===== src/hdl/stc_pkg.sv =====
// Shared types, constants and the node combine function for the range-min tree.
package stc_pkg;

	localparam int VAL_W = 31;
	localparam int CNT_W = 11;

	localparam logic [VAL_W-1:0] SENTINEL  = 31'd2000000000;
	localparam logic [VAL_W-1:0] VAL_LIMIT = 31'd1999999999;
	localparam logic [CNT_W-1:0] COUNT_MAX = 11'd2047;

	localparam logic OP_SET   = 1'b0;
	localparam logic OP_QUERY = 1'b1;

	typedef struct packed {
		logic [VAL_W-1:0] val;
		logic [CNT_W-1:0] cnt;
	} node_t;

	localparam node_t NEUTRAL = '{val: SENTINEL, cnt: '0};

	// control that travels with a word down the chain of levels
	typedef struct packed {
		logic valid;
		logic query;
		logic use0;
		logic use1;
	} stc_ctl_t;

	// keep the smaller minimum; equal minima add their counts (saturating)
	function automatic node_t node_merge(node_t a, node_t b);
		node_t          r;
		logic [CNT_W:0] s;
		s = {1'b0, a.cnt} + {1'b0, b.cnt};
		if (b.val < a.val) begin
			r = b;
		end else if (b.val == a.val) begin
			r.val = a.val;
			r.cnt = s[CNT_W] ? COUNT_MAX : s[CNT_W-1:0];
		end else begin
			r = a;
		end
		return r;
	endfunction

endpackage


===== src/hdl/stc_root.sv =====
// Root node, last combine stage and the result register with its stall control.
module stc_root #(
	parameter int unsigned LEAVES = 1024
) (
	input  logic                        clk,
	input  logic                        arst_n,
	input  stc_pkg::stc_ctl_t           in_ctl,
	input  stc_pkg::node_t              in_acc,
	input  logic [$clog2(LEAVES):0]     in_lo,
	input  logic [$clog2(LEAVES):0]     in_hi,
	input  stc_pkg::node_t              in_rd0,
	input  stc_pkg::node_t              in_rd1,
	output logic                        adv,
	output logic                        rsp_valid,
	input  logic                        rsp_stall,
	output stc_pkg::node_t              rsp_node
);
	import stc_pkg::*;

	node_t  acc_a;
	node_t  acc_n;
	logic   upd;
	logic   load;

	node_t  root_q;
	logic   st_valid_q;
	node_t  st_acc_q;
	logic   st_take_q;
	logic   rsp_valid_q;
	node_t  rsp_q;

	always_comb begin
		acc_a = node_merge(in_acc, in_ctl.use0 ? in_rd0 : NEUTRAL);
		acc_n = node_merge(acc_a, in_ctl.use1 ? in_rd1 : NEUTRAL);
	end

	assign upd  = in_ctl.valid && (in_ctl.query == OP_SET);
	// freeze the chain only when a finished query cannot move into the result register
	assign adv  = !(st_valid_q && rsp_valid_q && rsp_stall);
	assign load = adv && st_valid_q;

	always_ff @(posedge clk or negedge arst_n) begin
		if (!arst_n) begin
			root_q      <= NEUTRAL;
			st_valid_q  <= 1'b0;
			rsp_valid_q <= 1'b0;
		end else begin
			if (adv) begin
				st_valid_q <= in_ctl.valid && (in_ctl.query == OP_QUERY);
				if (upd) begin
					root_q <= acc_n;
				end
			end
			if (load) begin
				rsp_valid_q <= 1'b1;
			end else if (!rsp_stall) begin
				rsp_valid_q <= 1'b0;
			end
		end
	end

	always_ff @(posedge clk) begin
		if (adv) begin
			st_acc_q  <= acc_n;
			st_take_q <= in_lo < in_hi;
		end
		if (load) begin
			rsp_q <= node_merge(st_acc_q, st_take_q ? root_q : NEUTRAL);
		end
	end

	assign rsp_valid = rsp_valid_q;
	assign rsp_node  = rsp_q;

endmodule


===== config.mk =====
export PLATFORM = sky130hd
export DESIGN_NAME = stc_root
export DESIGN_NICKNAME = d
export VERILOG_FILES = /design/src/hdl/stc_pkg.sv /design/src/hdl/stc_root.sv
export SDC_FILE = /design/constraint.sdc
export NUM_CORES = 1
export LEC_CHECK = 0
export ABC_CLOCK_PERIOD_IN_PS = 4500
export BUFFER_PORTS_ARGS = -buffer_cell sky130_fd_sc_hd__buf_4
export CAP_MARGIN = 20
export CORE_ASPECT_RATIO = 2
export CORE_UTILIZATION = 54
export DETAILED_ROUTE_END_ITERATION = 8
export GPL_ROUTABILITY_DRIVEN = 1
export GPL_TIMING_DRIVEN = 1
export HOLD_SLACK_MARGIN = 0.12
export PLACE_DENSITY_LB_ADDON = 0.25
export SYNTH_ARGS = -nofsm -noshare
export SYNTH_HDL_FRONTEND = slang
export SYNTH_SLANG_ARGS = --single-unit

===== constraint.sdc =====
create_clock -name clk -period 4.5 [get_ports clk]
set_input_delay 0.225 -clock clk [delete_from_list [all_inputs] [get_ports clk]]
set_output_delay 0.225 -clock clk [all_outputs]
set_load 0.01 [all_outputs]

## After elaboration in Yosys (flattened, before gate mapping)

Cells that the tools add are included.

| storage, ports and cells | value |
|---|---|
| register bits after elaboration | 129 |
| input port bits | 155 |
| output and inout port bits | 44 |
| logic and storage cells | 43 |

| cells by class | value |
|---|---|
| add/sub/neg operators | 3 |
| $lt $le $gt $ge | 4 |
| equality and inequality tests | 4 |
| mux-type cells | 14 |
| bitwise gates (word level) | 2 |
| reduce and logical (&&, ||, !) cells | 7 |

Operator list:

| cell | count |
|---|---|
| two-way mux 42 bit | 6 |
| == test 31 bit | 3 |
| < comparator 31 bit | 3 |
| two-way mux 11 bit | 6 |
| adder 11 x 11 -> 12 bit | 3 |
| < comparator 11 bit | 1 |
| logical AND 1 bit | 5 |
| two-way mux 1 bit | 2 |
| != test 2 x 1 -> 1 bit, second input constant | 1 |
| NOT 1 bit | 2 |
| AND reduction 2 bit | 1 |
| zero test 1 bit | 1 |

## Longest topological paths before layout

Gate-level depths: netlist of run 1.

| logic depth | value |
|---|---|
| depth after elaboration | 9 |
| depth in mapped cells | 24 |
| gate-level depth less buffers | 19 |

## Worst setup path before layout of run 1

No wires, ideal clock.

| path | value |
|---|---|
| kind | in2reg |
| start | input in_ctl[1] (netlist name) |
| end | register st_acc_q[0] (netlist name), data pin |
| setup time | 0.269 ns |
| data arrival time | 5.058 ns |
| required time | 4.231 ns |
| setup slack | -0.828 ns |
| cell stages on the path | 23 |
| path buffers | 6 |
| cell sequence | clkbuf_1 > clkbuf_1 > clkbuf_1 > and2_1 > ha_1 > o21a_1 > a21oi_2 > a21oi_1 > a221o_1 > a211oi_4 > buf_6 > mux2i_1 > ha_1 > a21oi_1 > o21ai_0 > a21o_1 > a211oi_1 > o221ai_1 > or2_2 > buf_2 > buf_2 > o21ai_0 > o22ai_1 |

RTL lines:

| what | line | source |
|---|---|---|
| start: declaration | stc_root.sv:7 | `input stc_pkg::stc_ctl_t in_ctl,` |
| end signal: assignment | stc_root.sv:64 | `st_acc_q <= acc_n;` |
| end: declaration | stc_root.sv:27 | `node_t st_acc_q;` |

==> results.env, run 1 <==
RUN_STATUS='finished clean'
MAX_FREQ_MHz=231
VIAS_PER_CELL=5.62
DOMINANT_COMBINATIONAL_CELL_FAMILY_BY_AREA_AFTER_SYNTHESIS='compound AO/OA/AOI/OAI gates'
CRIT_PATH_END_KIND='flop'
MAX-CAP-VIOLATIONS=0
SYNTH-SEQ-AREA-SHARE_PCT=34.0
POST-DP-HPWL_MM=22.9
ROUTED_WL_MM=29.0
SYNTH_SIMPLE_GATE_AREA_SHARE_PCT=14.2
CTS_TREE='yes'
SYN2LAYOUT_AREA_GROWTH_PCT=33.7
CLOCK_TREE_BUF_DEPTH=3
PLACEMENT_ROWS=72
PLACE_CONGESTION=0.864
FP.COREAREA_UM2=19500
DRIVE_GT1_SHARE_PCT=36.1
POST-ROUTE-WORST-SETUP-SLACK_NS=0.173
WORSTSKEWPAIRLATENCY_NS=0.47
INITIAL_CELL_DENSITY_OF_THE_CORE_PCT=55.5
PATH_MAX_FANOUT=14
WORSTPATHCELLLIST='buf_4, nand2b_1, ha_1, a211o_1, a21oi_2, o211ai_1, a221o_1, a211oi_4, buf_12, buf_4, mux2i_2, ha_1, a21o_1, a21o_1, a21oi_2, buf_4, a41oi_4, or2_4, buf_12, mux2i_2, mux2_2'
YS_DOMINANT_REG_CELL='sky130_fd_sc_hd__edfxtp_1'
CRIT_FAMILY='compound AO/OA/AOI/OAI gates'
CTS.ROOT.BUFFER_CELL='sky130_fd_sc_hd__clkbuf_16'
TIMING_WORST_SETUP_PATH_TYPE='in2reg'
YOSYS_REGISTER_BITS=129
TIMING.FINAL.HOLD_VIOLATIONS=0
SYNTH.NET_COUNT=1391
SLOWEST_STAGE='sky130_fd_sc_hd__a221o_1'
GRTUSAGETOTAL_PCT=29.4
PERIOD_MINUS_SLACK_NS=4.33
TRANSITION_AT_THE_PIN_WITH_THE_SMALLEST_MAX_TRANSITION_SLACK_NS=0.780
YOSYS-MUX-AREA-FRACTION_PCT=11.8
SYNTH-EDFF-COUNT=85
DIODES_INSERTED=0
CRIT_PATH_FREQUENT_CELL='sky130_fd_sc_hd__buf_4'
TIMING.FINAL.MAX_SLEW_VIOLATIONS=0
FP.DIEAREA_UM2=20600
CTS_BUFFERS=25
GR-TOTAL-OVERFLOW=0
DIE_WIDTH_UM=102
DRT_FIRST_PASS_ITERS=5
CRIT_BUF_INV=5
FINALPOWER_mW=5.70
SYNTH_CELLS=1100
SYNTHDOMINANTCELLAREASHARE_PCT=23.6
SEQ_AREA_UM2=3670
HTREEDEPTH=4
FP.DIEH_UM=202
PLACE_WORST_SETUP_SLACK_NS=-0.400
DETAIL_ROUTE.DRC_VIOLATIONS=0
WL_PER_CELL_UM=17.3
TIMING.MAX_SLEW.REL_SLACK_PCT=47.8
SYNTH_COMPOUND_AREA_SHARE_PCT=16.0
TOTAL_LEAKAGE_POWER_nW=6.94
NUM-NETS-FINAL=1703
VIA_COUNT_OF_THE_FIRST_GLOBAL_ROUTING_PASS=9994
CRITICAL_PATH_ARRIVAL_NS=4.72
PORT_BUFFERS=198
NETLIST_TOP_CELLS_AREA='sky130_fd_sc_hd__edfxtp_1 24%, sky130_fd_sc_hd__ha_1 15%, sky130_fd_sc_hd__mux2_2 7.4%, sky130_fd_sc_hd__dfrtp_1 7.2%, sky130_fd_sc_hd__mux2i_1 4.2%'
WORSTSETUPSTARTPOINTTYPE='primary input'
POWER.IR.VDD_WORST_mV=0.294
TIMING.FINAL.SETUP_VIOLATIONS=0
WHS_NS=0.196
SYNTHDOMINANTAREACELLTYPE='sky130_fd_sc_hd__edfxtp_1'
FIRST_PASS_GRT_WIRE_LENGTH_MM=47.0
GRT_START_MAX_NET_PINS=46
DRT_FIRST_ITER_VIOLATIONS=363
AREA_OF_COMBINATIONAL_CELLS_WITH_MULTIPLE_INPUTS_UM2=6790
CLOCK_SINKS=129
HOLD_PATH_CLASS='in2reg'
GRT_ANTENNA_BEFORE_REPAIR=0
SYN_AVG_CELL_AREA_UM2=9.82
CLK_TRANSITION_REPORTED_PATHS_NS=0.05
ASYNC_RESET_FF_SHARE_PCT=34.1
UNREPAIRED_SETUP_ENDPOINTS_AFTER_GLOBAL_ROUTING='true'
POWER.DENSITY_CELL_AREA_nW_PER_UM2=394
ANT_NETS=0
SYNTH_XOR_AREA_SHARE_PCT=2.19
YS_TYPES=63
FILL_CELLS=1453
POST_SYNTH_INSTANCE_AREA_UM2=10800
COUNT_OF_PINS_ON_THE_BLOCK_BOUNDARY=199
FIN_WORST_SKEW_NS=0.0183
ROUTE.VIAS.TOTAL=9427
YS.WARNINGS.COUNT=0
FINAL_MIN_PERIOD_OVER_CLOCK_PERIOD_PCT=96.2
WORST_EP_REQUIRED_TIME_NS=4.90
CRITICAL-PATH-MAX-STAGE-DELAY_NS=0.42
SYNTH_FA_HA_AREA_SHARE_PCT=16.0
## cells by family (layout without fill, tap and decap cells)
group,Yosys count,count (layout)
AND/OR/NAND/NOR,278,278
buffers and inverters,155,473
XOR/XNOR,27,27
adder cells (fa/ha/maj),136,136
flip-flops,129,129
multiplexers,118,118
AO/OA/AOI/OAI,257,257
## cells in the mapped netlist, drive strengths merged, types with 4 or more instances
cell type,n
a211oi,16
xor2,9
nand2,50
dfrtp,31
nand2b,45
nand3,17
a21oi,74
buf,15
clkbuf,31
xnor2,18
o21bai,6
and4,6
o31ai,4
nor3,35
mux2i,47
a211o,5
nor2b,14
nand4,11
or3,4
o22a,8
ha,133
dfstp,13
and2,64
a2111oi,10
a21o,34
mux2,71
nor2,23
o22ai,21
inv,109
o211ai,11
o2bb2ai,8
o21ai,30
o21a,10
edfxtp,85
## path summary, 6_finish.rpt
| path | slack (ns) | to | startpoint | depth (start not counted) |
|---|---|---|---|---|
| min in group asynchronous | 0.30 | root_q[24] | arst_n | 2 |
| worst max register to register | 0.89 | rsp_node[21] | st_take_q | 11 |
| max in group asynchronous | 3.76 | st_valid_q | arst_n | 2 |
| worst min register to register | 0.49 | root_q[12] | root_q[12] | 1 |
| worst min-delay path | 0.20 | root_q[1] | in_rd1[1] | 5 |
| worst max-delay path | 0.17 | root_q[23] | in_ctl[1] | 21 |
## report_power, final
part	leakage [nW]	internal, mW	switching (mW)
Combinational	5.23	1.17	1.15
Clock	0.346	1.08	0.512
Sequential	1.37	1.65	0.137
Total	6.94	3.89	1.80
## worst reg2reg max path, cell delays in order, from the launching register on
cell and delay, ns:
sky130_fd_sc_hd__edfxtp_1 0.53, sky130_fd_sc_hd__buf_4 0.35, sky130_fd_sc_hd__buf_4 0.24, sky130_fd_sc_hd__and2_1 0.19
sky130_fd_sc_hd__ha_1 0.27, sky130_fd_sc_hd__a21oi_1 0.16, sky130_fd_sc_hd__nor2b_1 0.07, sky130_fd_sc_hd__o21ai_0 0.17
sky130_fd_sc_hd__a41oi_1 0.22, sky130_fd_sc_hd__nor4_4 0.34, sky130_fd_sc_hd__buf_4 0.40, sky130_fd_sc_hd__mux2_2 0.41
## registers in the layout, summed over array words and instances, names as in the netlist
signal	count
root_q	42
rsp_node	42
rsp_valid	1
st_acc_q	42
st_take_q	1
st_valid_q	1
## routing by layer
layer	vias to the layer above	global-route usage, %	wire length, µm
met3	81	3.22	935
met5	-	0	0
met1	4457	31.0	10900
met2	263	55.3	15800
li1	4626	-	-
met4	0	14.9	1350
## per-stage QoR
stage,TNS [ns],std cells,cell area [µm²],utilization [%]
global placement,-17.33,1639,13600,69.9
floorplan,-9.78,1100,11100,-
global route,-0.0692,1677,14500,74.3
CTS,0,1676,14400,73.8
detailed placement,-20.73,1639,13600,69.9
finish,0,1677,14500,74.3
## layout by cell type (no fill, tap or decap), types with 5 or more instances in the layout
| master | synthesis | layout |
|---|---|---|
| sky130_fd_sc_hd__buf_4 | 0 | 322 |
| sky130_fd_sc_hd__ha_1 | 133 | 131 |
| sky130_fd_sc_hd__inv_1 | 109 | 109 |
| sky130_fd_sc_hd__edfxtp_1 | 85 | 85 |
| sky130_fd_sc_hd__mux2_2 | 71 | 71 |
| sky130_fd_sc_hd__and2_1 | 64 | 63 |
| sky130_fd_sc_hd__nand2_1 | 50 | 49 |
| sky130_fd_sc_hd__a21oi_1 | 73 | 49 |
| sky130_fd_sc_hd__nand2b_1 | 45 | 45 |
| sky130_fd_sc_hd__a21o_1 | 34 | 34 |
| sky130_fd_sc_hd__mux2i_1 | 45 | 32 |
| sky130_fd_sc_hd__nor3_1 | 35 | 31 |
| sky130_fd_sc_hd__dfrtp_1 | 31 | 31 |
| sky130_fd_sc_hd__o21ai_0 | 30 | 28 |
| sky130_fd_sc_hd__a21oi_2 | 1 | 25 |
| sky130_fd_sc_hd__clkbuf_16 | 0 | 25 |
| sky130_fd_sc_hd__o22ai_1 | 21 | 21 |
| sky130_fd_sc_hd__nor2_1 | 21 | 20 |
| sky130_fd_sc_hd__xnor2_1 | 18 | 18 |
| sky130_fd_sc_hd__nand3_1 | 17 | 16 |
| sky130_fd_sc_hd__nor2b_1 | 14 | 14 |
| sky130_fd_sc_hd__mux2i_2 | 2 | 14 |
| sky130_fd_sc_hd__a211oi_1 | 15 | 13 |
| sky130_fd_sc_hd__dfstp_2 | 13 | 13 |
| sky130_fd_sc_hd__nand4_1 | 11 | 11 |
| sky130_fd_sc_hd__o211ai_1 | 11 | 11 |
| sky130_fd_sc_hd__o21a_1 | 10 | 10 |
| sky130_fd_sc_hd__xor2_1 | 9 | 9 |
| sky130_fd_sc_hd__o22a_1 | 8 | 8 |
| sky130_fd_sc_hd__o2bb2ai_1 | 8 | 8 |
| sky130_fd_sc_hd__a2111oi_0 | 10 | 7 |
| sky130_fd_sc_hd__and4_1 | 6 | 6 |
| sky130_fd_sc_hd__o21bai_1 | 6 | 6 |
| sky130_fd_sc_hd__buf_12 | 0 | 5 |
## layout make-up
type | instances | area share, %
Clock buffer | 30 | 4.60
Clock inverter | 3 | 0.268
Inverter | 109 | 2.83
Multi-Input combinational cell | 816 | 47.0
Sequential cell | 129 | 25.4
Tap cell | 259 | 2.24
Timing Repair Buffer | 331 | 17.7
## timing repair
| action | 4_1_cts | 5_1_grt |
|---|---|---|
| gates resized for setup | 0 | 25 |
| setup buffers | 0 | 1 |
| setup endpoints to repair | 0 | 64 |
| endpoints found under the hold margin | 33 | 0 |
| hold buffers | 4 | 0 |
Note: power is estimated with default switching activity, not from simulation.
==> run 2: changes to the inputs <==
--- a/config.mk
+++ b/config.mk
@@ -9,7 +9,7 @@
 export BUFFER_PORTS_ARGS = -buffer_cell sky130_fd_sc_hd__buf_4
 export CAP_MARGIN = 20
 export CORE_ASPECT_RATIO = 2
-export CORE_UTILIZATION = 54
+export CORE_UTILIZATION = 31
 export DETAILED_ROUTE_END_ITERATION = 8
 export GPL_ROUTABILITY_DRIVEN = 1
 export GPL_TIMING_DRIVEN = 1
==> results.env, run 2 (synthesis gave the netlist of run 1 again) <==
SETUP.REG_TO_REG.WORST_SLACK_NS=0.85
WL_PER_CELL_UM=16.5
TRANSITION_AT_THE_PIN_WITH_THE_SMALLEST_MAX_TRANSITION_SLACK_NS=0.679
TIMING_WORST_SETUP_PATH_TYPE='in2reg'
POWER.IR.VDD_WORST_mV=0.301
DRIVE_GT1_SHARE_PCT=35.4
GRT_START_MAX_NET_PINS=49
DETAIL_ROUTE.DRC_VIOLATIONS=0
TOTALNEGATIVESETUPSLACK_NS=0
FILL_CELLS=3531
TOTAL_LEAKAGE_POWER_nW=6.91
NUM-NETS-FINAL=1697
COMMONEST_NON_FILL_NON_TAP_CELL_IN_THE_LAYOUT='sky130_fd_sc_hd__buf_4'
WORST_EP_REQUIRED_TIME_NS=4.68
CLOCK_SINKS=129
CLK_TRANSITION_REPORTED_PATHS_NS=0.06
COUNT_OF_PINS_ON_THE_BLOCK_BOUNDARY=199
CRITICAL_PATH_ARRIVAL_NS=4.51
PLACE_WORST_SETUP_SLACK_NS=-0.496
PLACEMENT_ROWS=96
GRT_ANTENNA_BEFORE_REPAIR=0
CTS_BUFFERS=17
ANT_NETS=0
LEADING_CELL_TYPES_IN_THE_LAYOUT_FILL_AND_TAPS_EXCLUDED='326 x sky130_fd_sc_hd__buf_4, 131 x sky130_fd_sc_hd__ha_1, 109 x sky130_fd_sc_hd__inv_1, 85 x sky130_fd_sc_hd__edfxtp_1, 71 x sky130_fd_sc_hd__mux2_2'
DIODES_INSERTED=0
GR-TOTAL-OVERFLOW=0
FIN_WORST_SKEW_NS=0.00846
PATH_MAX_FANOUT=10
POST-DP-HPWL_MM=26.0
WORSTPATHCELLLIST='buf_4, nand2b_1, ha_1, a211o_1, a21oi_2, a21oi_1, a221o_1, buf_4, a211o_1, buf_12, mux2i_2, ha_2, fa_2, a211oi_4, o21bai_1, a21o_1, a21o_1, a21oi_2, xor2_1, a21oi_1, a22o_1'
POWER.DENSITY_CELL_AREA_nW_PER_UM2=373
SLOWEST_STAGE='sky130_fd_sc_hd__a221o_1'
CRIT_PATH_END_KIND='flop'
VIA_COUNT_OF_THE_FIRST_GLOBAL_ROUTING_PASS=9475
WORST_R2R_PATH_DEPTH=11
CLOCK_TREE_BUF_DEPTH=2
RUN_STATUS='finished clean'
ROUTE.VIAS.TOTAL=9130
TIMING.FINAL.MAX_SLEW_VIOLATIONS=0
ROUTED_WL_MM=30.7
DRT_FIRST_ITER_VIOLATIONS=297
FP.DIEH_UM=266
HTREEDEPTH=4
FINAL_MIN_PERIOD_OVER_CLOCK_PERIOD_PCT=96.3
CRITICAL-PATH-MAX-STAGE-DELAY_NS=0.41
TIMING.FINAL.SETUP_VIOLATIONS=0
PORT_BUFFERS=198
DRT_FIRST_PASS_ITERS=5
PLACE_CONGESTION=0.882
FP.DIEAREA_UM2=35600
HOLD_PATH_CLASS='in2reg'
POST-ROUTE-WORST-SETUP-SLACK_NS=0.166
INITIAL_CELL_DENSITY_OF_THE_CORE_PCT=31.5
WORST_HOLD_PATH.NUM_CELLS=3
SYN2LAYOUT_AREA_GROWTH_PCT=34.6
FP.COREAREA_UM2=34400
WHS_NS=0.241
TIMING.MAX_SLEW.REL_SLACK_PCT=54.7
CTS_TREE='yes'
UNREPAIRED_SETUP_ENDPOINTS_AFTER_GLOBAL_ROUTING='true'
DIE_WIDTH_UM=134
FINALPOWER_mW=5.42
GRTUSAGETOTAL_PCT=17.6
WORSTSETUPSTARTPOINTTYPE='primary input'
PERIOD_MINUS_SLACK_NS=4.33
TIMING.FINAL.HOLD_VIOLATIONS=0
CTS.ROOT.BUFFER_CELL='sky130_fd_sc_hd__clkbuf_16'
FINAL_UTIL_PCT=42.3
WORSTSKEWPAIRLATENCY_NS=0.43
VIAS_PER_CELL=4.91
MAX-CAP-VIOLATIONS=0
FIRST_PASS_GRT_WIRE_LENGTH_MM=48.3
MAX_FREQ_MHz=231
run 2: cell type report:
| class | count | area (µm²) | share of cell area (%) |
|---|---|---|---|
| inverter | 109 | 409 | 2.81 |
| timing repair buffer | 333 | 2550 | 17.5 |
| clock buffer | 18 | 429 | 2.95 |
| clock inverter | 14 | 179 | 1.23 |
| tap | 441 | 552 | 3.79 |
| sequential | 129 | 3670 | 25.2 |
| multi-input combinational | 816 | 6750 | 46.5 |
run 2: report_power, final:
group	internal, mW	leakage, nW	switching (mW)
clock	0.879	0.298	0.535
combinational	1.14	5.24	1.10
sequential	1.65	1.37	0.121
run 2: routing by layer:
layer	vias to the layer above	global-route usage [%]	wire (µm)
met5	-	0	0
met4	0	9.40	1410
met3	58	2.42	939
met2	191	33.8	16600
met1	4264	18.0	11700
li1	4617	-	-
run 2: worst paths after layout:
check / to / from
worst min-delay path: st_acc_q[0] / in_rd1[0]
worst max-delay path: st_acc_q[10] / in_rd0[23]
min in group asynchronous: root_q[28] / arst_n
worst min register to register: root_q[38] / root_q[38]
max in group asynchronous: root_q[5] / arst_n
worst max register to register: rsp_node[36] / st_take_q
run 2: critical path, delay by kind of cell:
kind | cells | cell delay [ns]
buffers and inverters | 3 | 0.47
adders and majority gates | 3 | 0.89
xor gates and xnor gates | 1 | 0.20
AOI/OAI and AO/OA | 12 | 2.40
muxes | 1 | 0.16
and+or+nand+nor | 1 | 0.15
run 2: through the flow:
step / instances / cell area (µm²)
2_1_floorplan: 1100 / 11100
3_3_place_gp: 1824 / 13800
3_5_place_dp: 1824 / 13800
4_1_cts: 1860 / 14500
5_1_grt: 1860 / 14500
6_report: 1860 / 14500
run 2: repair_timing:
| item | 4_1_cts | 5_1_grt |
|---|---|---|
| buffers inserted | 0 | 0 |
| hold endpoints to repair | 33 | 0 |
| setup endpoints to repair | 15 | 40 |
| pin swaps | 0 | 2 |
| hold buffers | 4 | 0 |
| gates resized for setup | 2 | 12 |
==> run 3: changes to the inputs <==
==> constraint.sdc (replaced) <==
create_clock -name clk -period 4.5 [get_ports clk]
set_input_delay 0.675 -clock clk [delete_from_list [all_inputs] [get_ports clk]]
set_output_delay 0.675 -clock clk [all_outputs]
set_load 0.01 [all_outputs]
==> results.env, run 3 (synthesis gave the netlist of run 1 again) <==
RUN_STATUS='finished, violations left'
VIOLATIONS='setup timing'
ROUTE.VIAS.TOTAL=9586
HOLDBUFCOUNTCTS=0
FIRST_PASS_GRT_WIRE_LENGTH_MM=51.1
ROUTED_WL_MM=32.8
FIN_WORST_SKEW_NS=0.0111
WORSTSETUPSTARTPOINTTYPE='primary input'
PORT_BUFFERS=198
POST-DP-HPWL_MM=26.7
TOTAL_LEAKAGE_POWER_nW=7.69
CTS.ROOT.BUFFER_CELL='sky130_fd_sc_hd__clkbuf_16'
DRT_FIRST_ITER_VIOLATIONS=324
HTREEDEPTH=4
COUNT_OF_PINS_ON_THE_BLOCK_BOUNDARY=199
LEADING_CELL_TYPES_IN_THE_LAYOUT_FILL_AND_TAPS_EXCLUDED='401 x sky130_fd_sc_hd__buf_4, 122 x sky130_fd_sc_hd__ha_1, 109 x sky130_fd_sc_hd__inv_1, 85 x sky130_fd_sc_hd__edfxtp_1, 67 x sky130_fd_sc_hd__mux2_2'
STARTPOINT='in_ctl[1]'
VIA_COUNT_OF_THE_FIRST_GLOBAL_ROUTING_PASS=10200
FINAL_MIN_PERIOD_OVER_CLOCK_PERIOD_PCT=103
NUM-NETS-FINAL=1802
TIMING.FINAL.HOLD_VIOLATIONS=0
CTS_TREE='yes'
WORSTSKEWPAIRLATENCY_NS=0.43
TIMING_WORST_SETUP_PATH_TYPE='in2reg'
CLOCK_TREE_BUF_DEPTH=2
FP.DIEAREA_UM2=35600
CLOCK_SINKS=129
FP.COREAREA_UM2=34400
CLK_TRANSITION_REPORTED_PATHS_NS=0.06
RR_STARTPOINT='st_take_q'
GRTUSAGETOTAL_PCT=18.5
WORSTPATHCELLLIST='buf_12, and2_4, ha_4, a211o_1, a21oi_2, o211ai_1, a221o_1, buf_6, a211o_1, buf_12, mux2i_4, ha_2, fa_2, a211oi_4, o21bai_4, a21o_1, a21o_1, a21oi_2, xor2_1, a21oi_1, a22o_1'
DRIVE_GT1_SHARE_PCT=45.5
TRANSITION_AT_THE_PIN_WITH_THE_SMALLEST_MAX_TRANSITION_SLACK_NS=0.963
HOLD_PATH_CLASS='in2async'
DETAIL_ROUTE.DRC_VIOLATIONS=0
PLACE_CONGESTION=0.885
SYN2LAYOUT_AREA_GROWTH_PCT=51.8
PLACE_WORST_SETUP_SLACK_NS=-0.902
CRITICAL-PATH-MAX-STAGE-DELAY_NS=0.39
POWER.IR.VDD_WORST_mV=0.266
FINALPOWER_mW=5.89
INITIAL_CELL_DENSITY_OF_THE_CORE_PCT=31.5
DIODES_INSERTED=0
WORST_R2R_PATH_DEPTH=11
CRITICAL_PATH_ARRIVAL_NS=4.83
GR-TOTAL-OVERFLOW=0
ANT_NETS=0
TOTALNEGATIVESETUPSLACK_NS=-4.82
SLOWEST_STAGE='sky130_fd_sc_hd__a221o_1'
DRT_FIRST_PASS_ITERS=4
UNREPAIRED_SETUP_ENDPOINTS_AFTER_GLOBAL_ROUTING='true'
CTS_BUFFERS=17
TIMING.FINAL.MAX_SLEW_VIOLATIONS=0
FINAL_UTIL_PCT=47.7
WORST_EP_REQUIRED_TIME_NS=4.68
LAYOUTNONFILLERINSTCOUNT=1965
POST-ROUTE-WORST-SETUP-SLACK_NS=-0.150
MAX_FREQ_MHz=215
PERIOD_MINUS_SLACK_NS=4.65
R2R_END='rsp_node[33]'
WHS_NS=0.249
MAX-CAP-VIOLATIONS=0
GRT_ANTENNA_BEFORE_REPAIR=0
PLACE.DETAILED.INSTANCES=1890
VIAS_PER_CELL=4.88
FP.DIEH_UM=266
POWER.DENSITY_CELL_AREA_nW_PER_UM2=359
FINAL_CELL_AREA_UM2=16400
CRIT_PATH_END_KIND='flop'
TIMING.MAX_SLEW.REL_SLACK_PCT=35.6
WL_PER_CELL_UM=16.7
PLACEMENT_ROWS=96
SETUP.REG_TO_REG.WORST_SLACK_NS=1.09
COMMONEST_NON_FILL_NON_TAP_CELL_IN_THE_LAYOUT='sky130_fd_sc_hd__buf_4'
PLACED_STANDARD_CELL_AREA_UM2=14400
DIE_WIDTH_UM=134
GRT_START_MAX_NET_PINS=45
TIMING.FINAL.SETUP_VIOLATIONS=63
PATH_MAX_FANOUT=8
[run 3: worst max-delay path, delay by kind of cell]
kind                       cells  cell delay [ns]
and+or+nand+nor                1             0.17
xor gates and xnor gates       1             0.18
AOI/OAI and AO/OA             12             2.45
adders and majority gates      3             0.73
muxes                          1             0.19
buffers and inverters          3             0.41
[run 3: final cells by class]
class                   count  area [µm²]
flip-flops and latches    129        3670
well taps                 441         552
multi-input cells         817        7510
repair buffers            437        3610
clock inverters            10         140
inverters                 109         409
fillers                  3305       17900
clock buffers              22         505
[run 3: routing by layer]
metal  share of wire, %  routed length, µm  up-vias  global-route usage [%]
met5                  0                  0        -                       0
met4                4.0               1300        0                    8.78
met3                2.7                894       48                    2.26
met2                 57              18600      184                    36.8
met1                 37              12100     4516                    18.5
li1                   -                  -     4838                       -
[run 3: what timing repair did]
item                       4_1_cts  5_1_grt
setup endpoints to repair       84       84
gates resized for setup        112       65
setup buffers                   32        7
pin swaps                       45       19
gates cloned                     3        2
[run 3: report_power, final]
group | internal (mW) | switching (mW) | leakage [nW]
combinational | 1.39 | 1.24 | 6.01
sequential | 1.65 | 0.128 | 1.37
clock | 0.965 | 0.513 | 0.315
[run 3: worst max path at each step]
| stage | to | depth (start not counted) |
|---|---|---|
| 2_1_floorplan | st_acc_q[1] | 23 |
| 3_3_place_gp | root_q[39] | 17 |
| 3_5_place_dp | root_q[4] | 23 |
| 4_1_cts | root_q[12] | 22 |
| 5_1_grt | root_q[18] | 23 |
| 6_report | st_acc_q[10] | 21 |
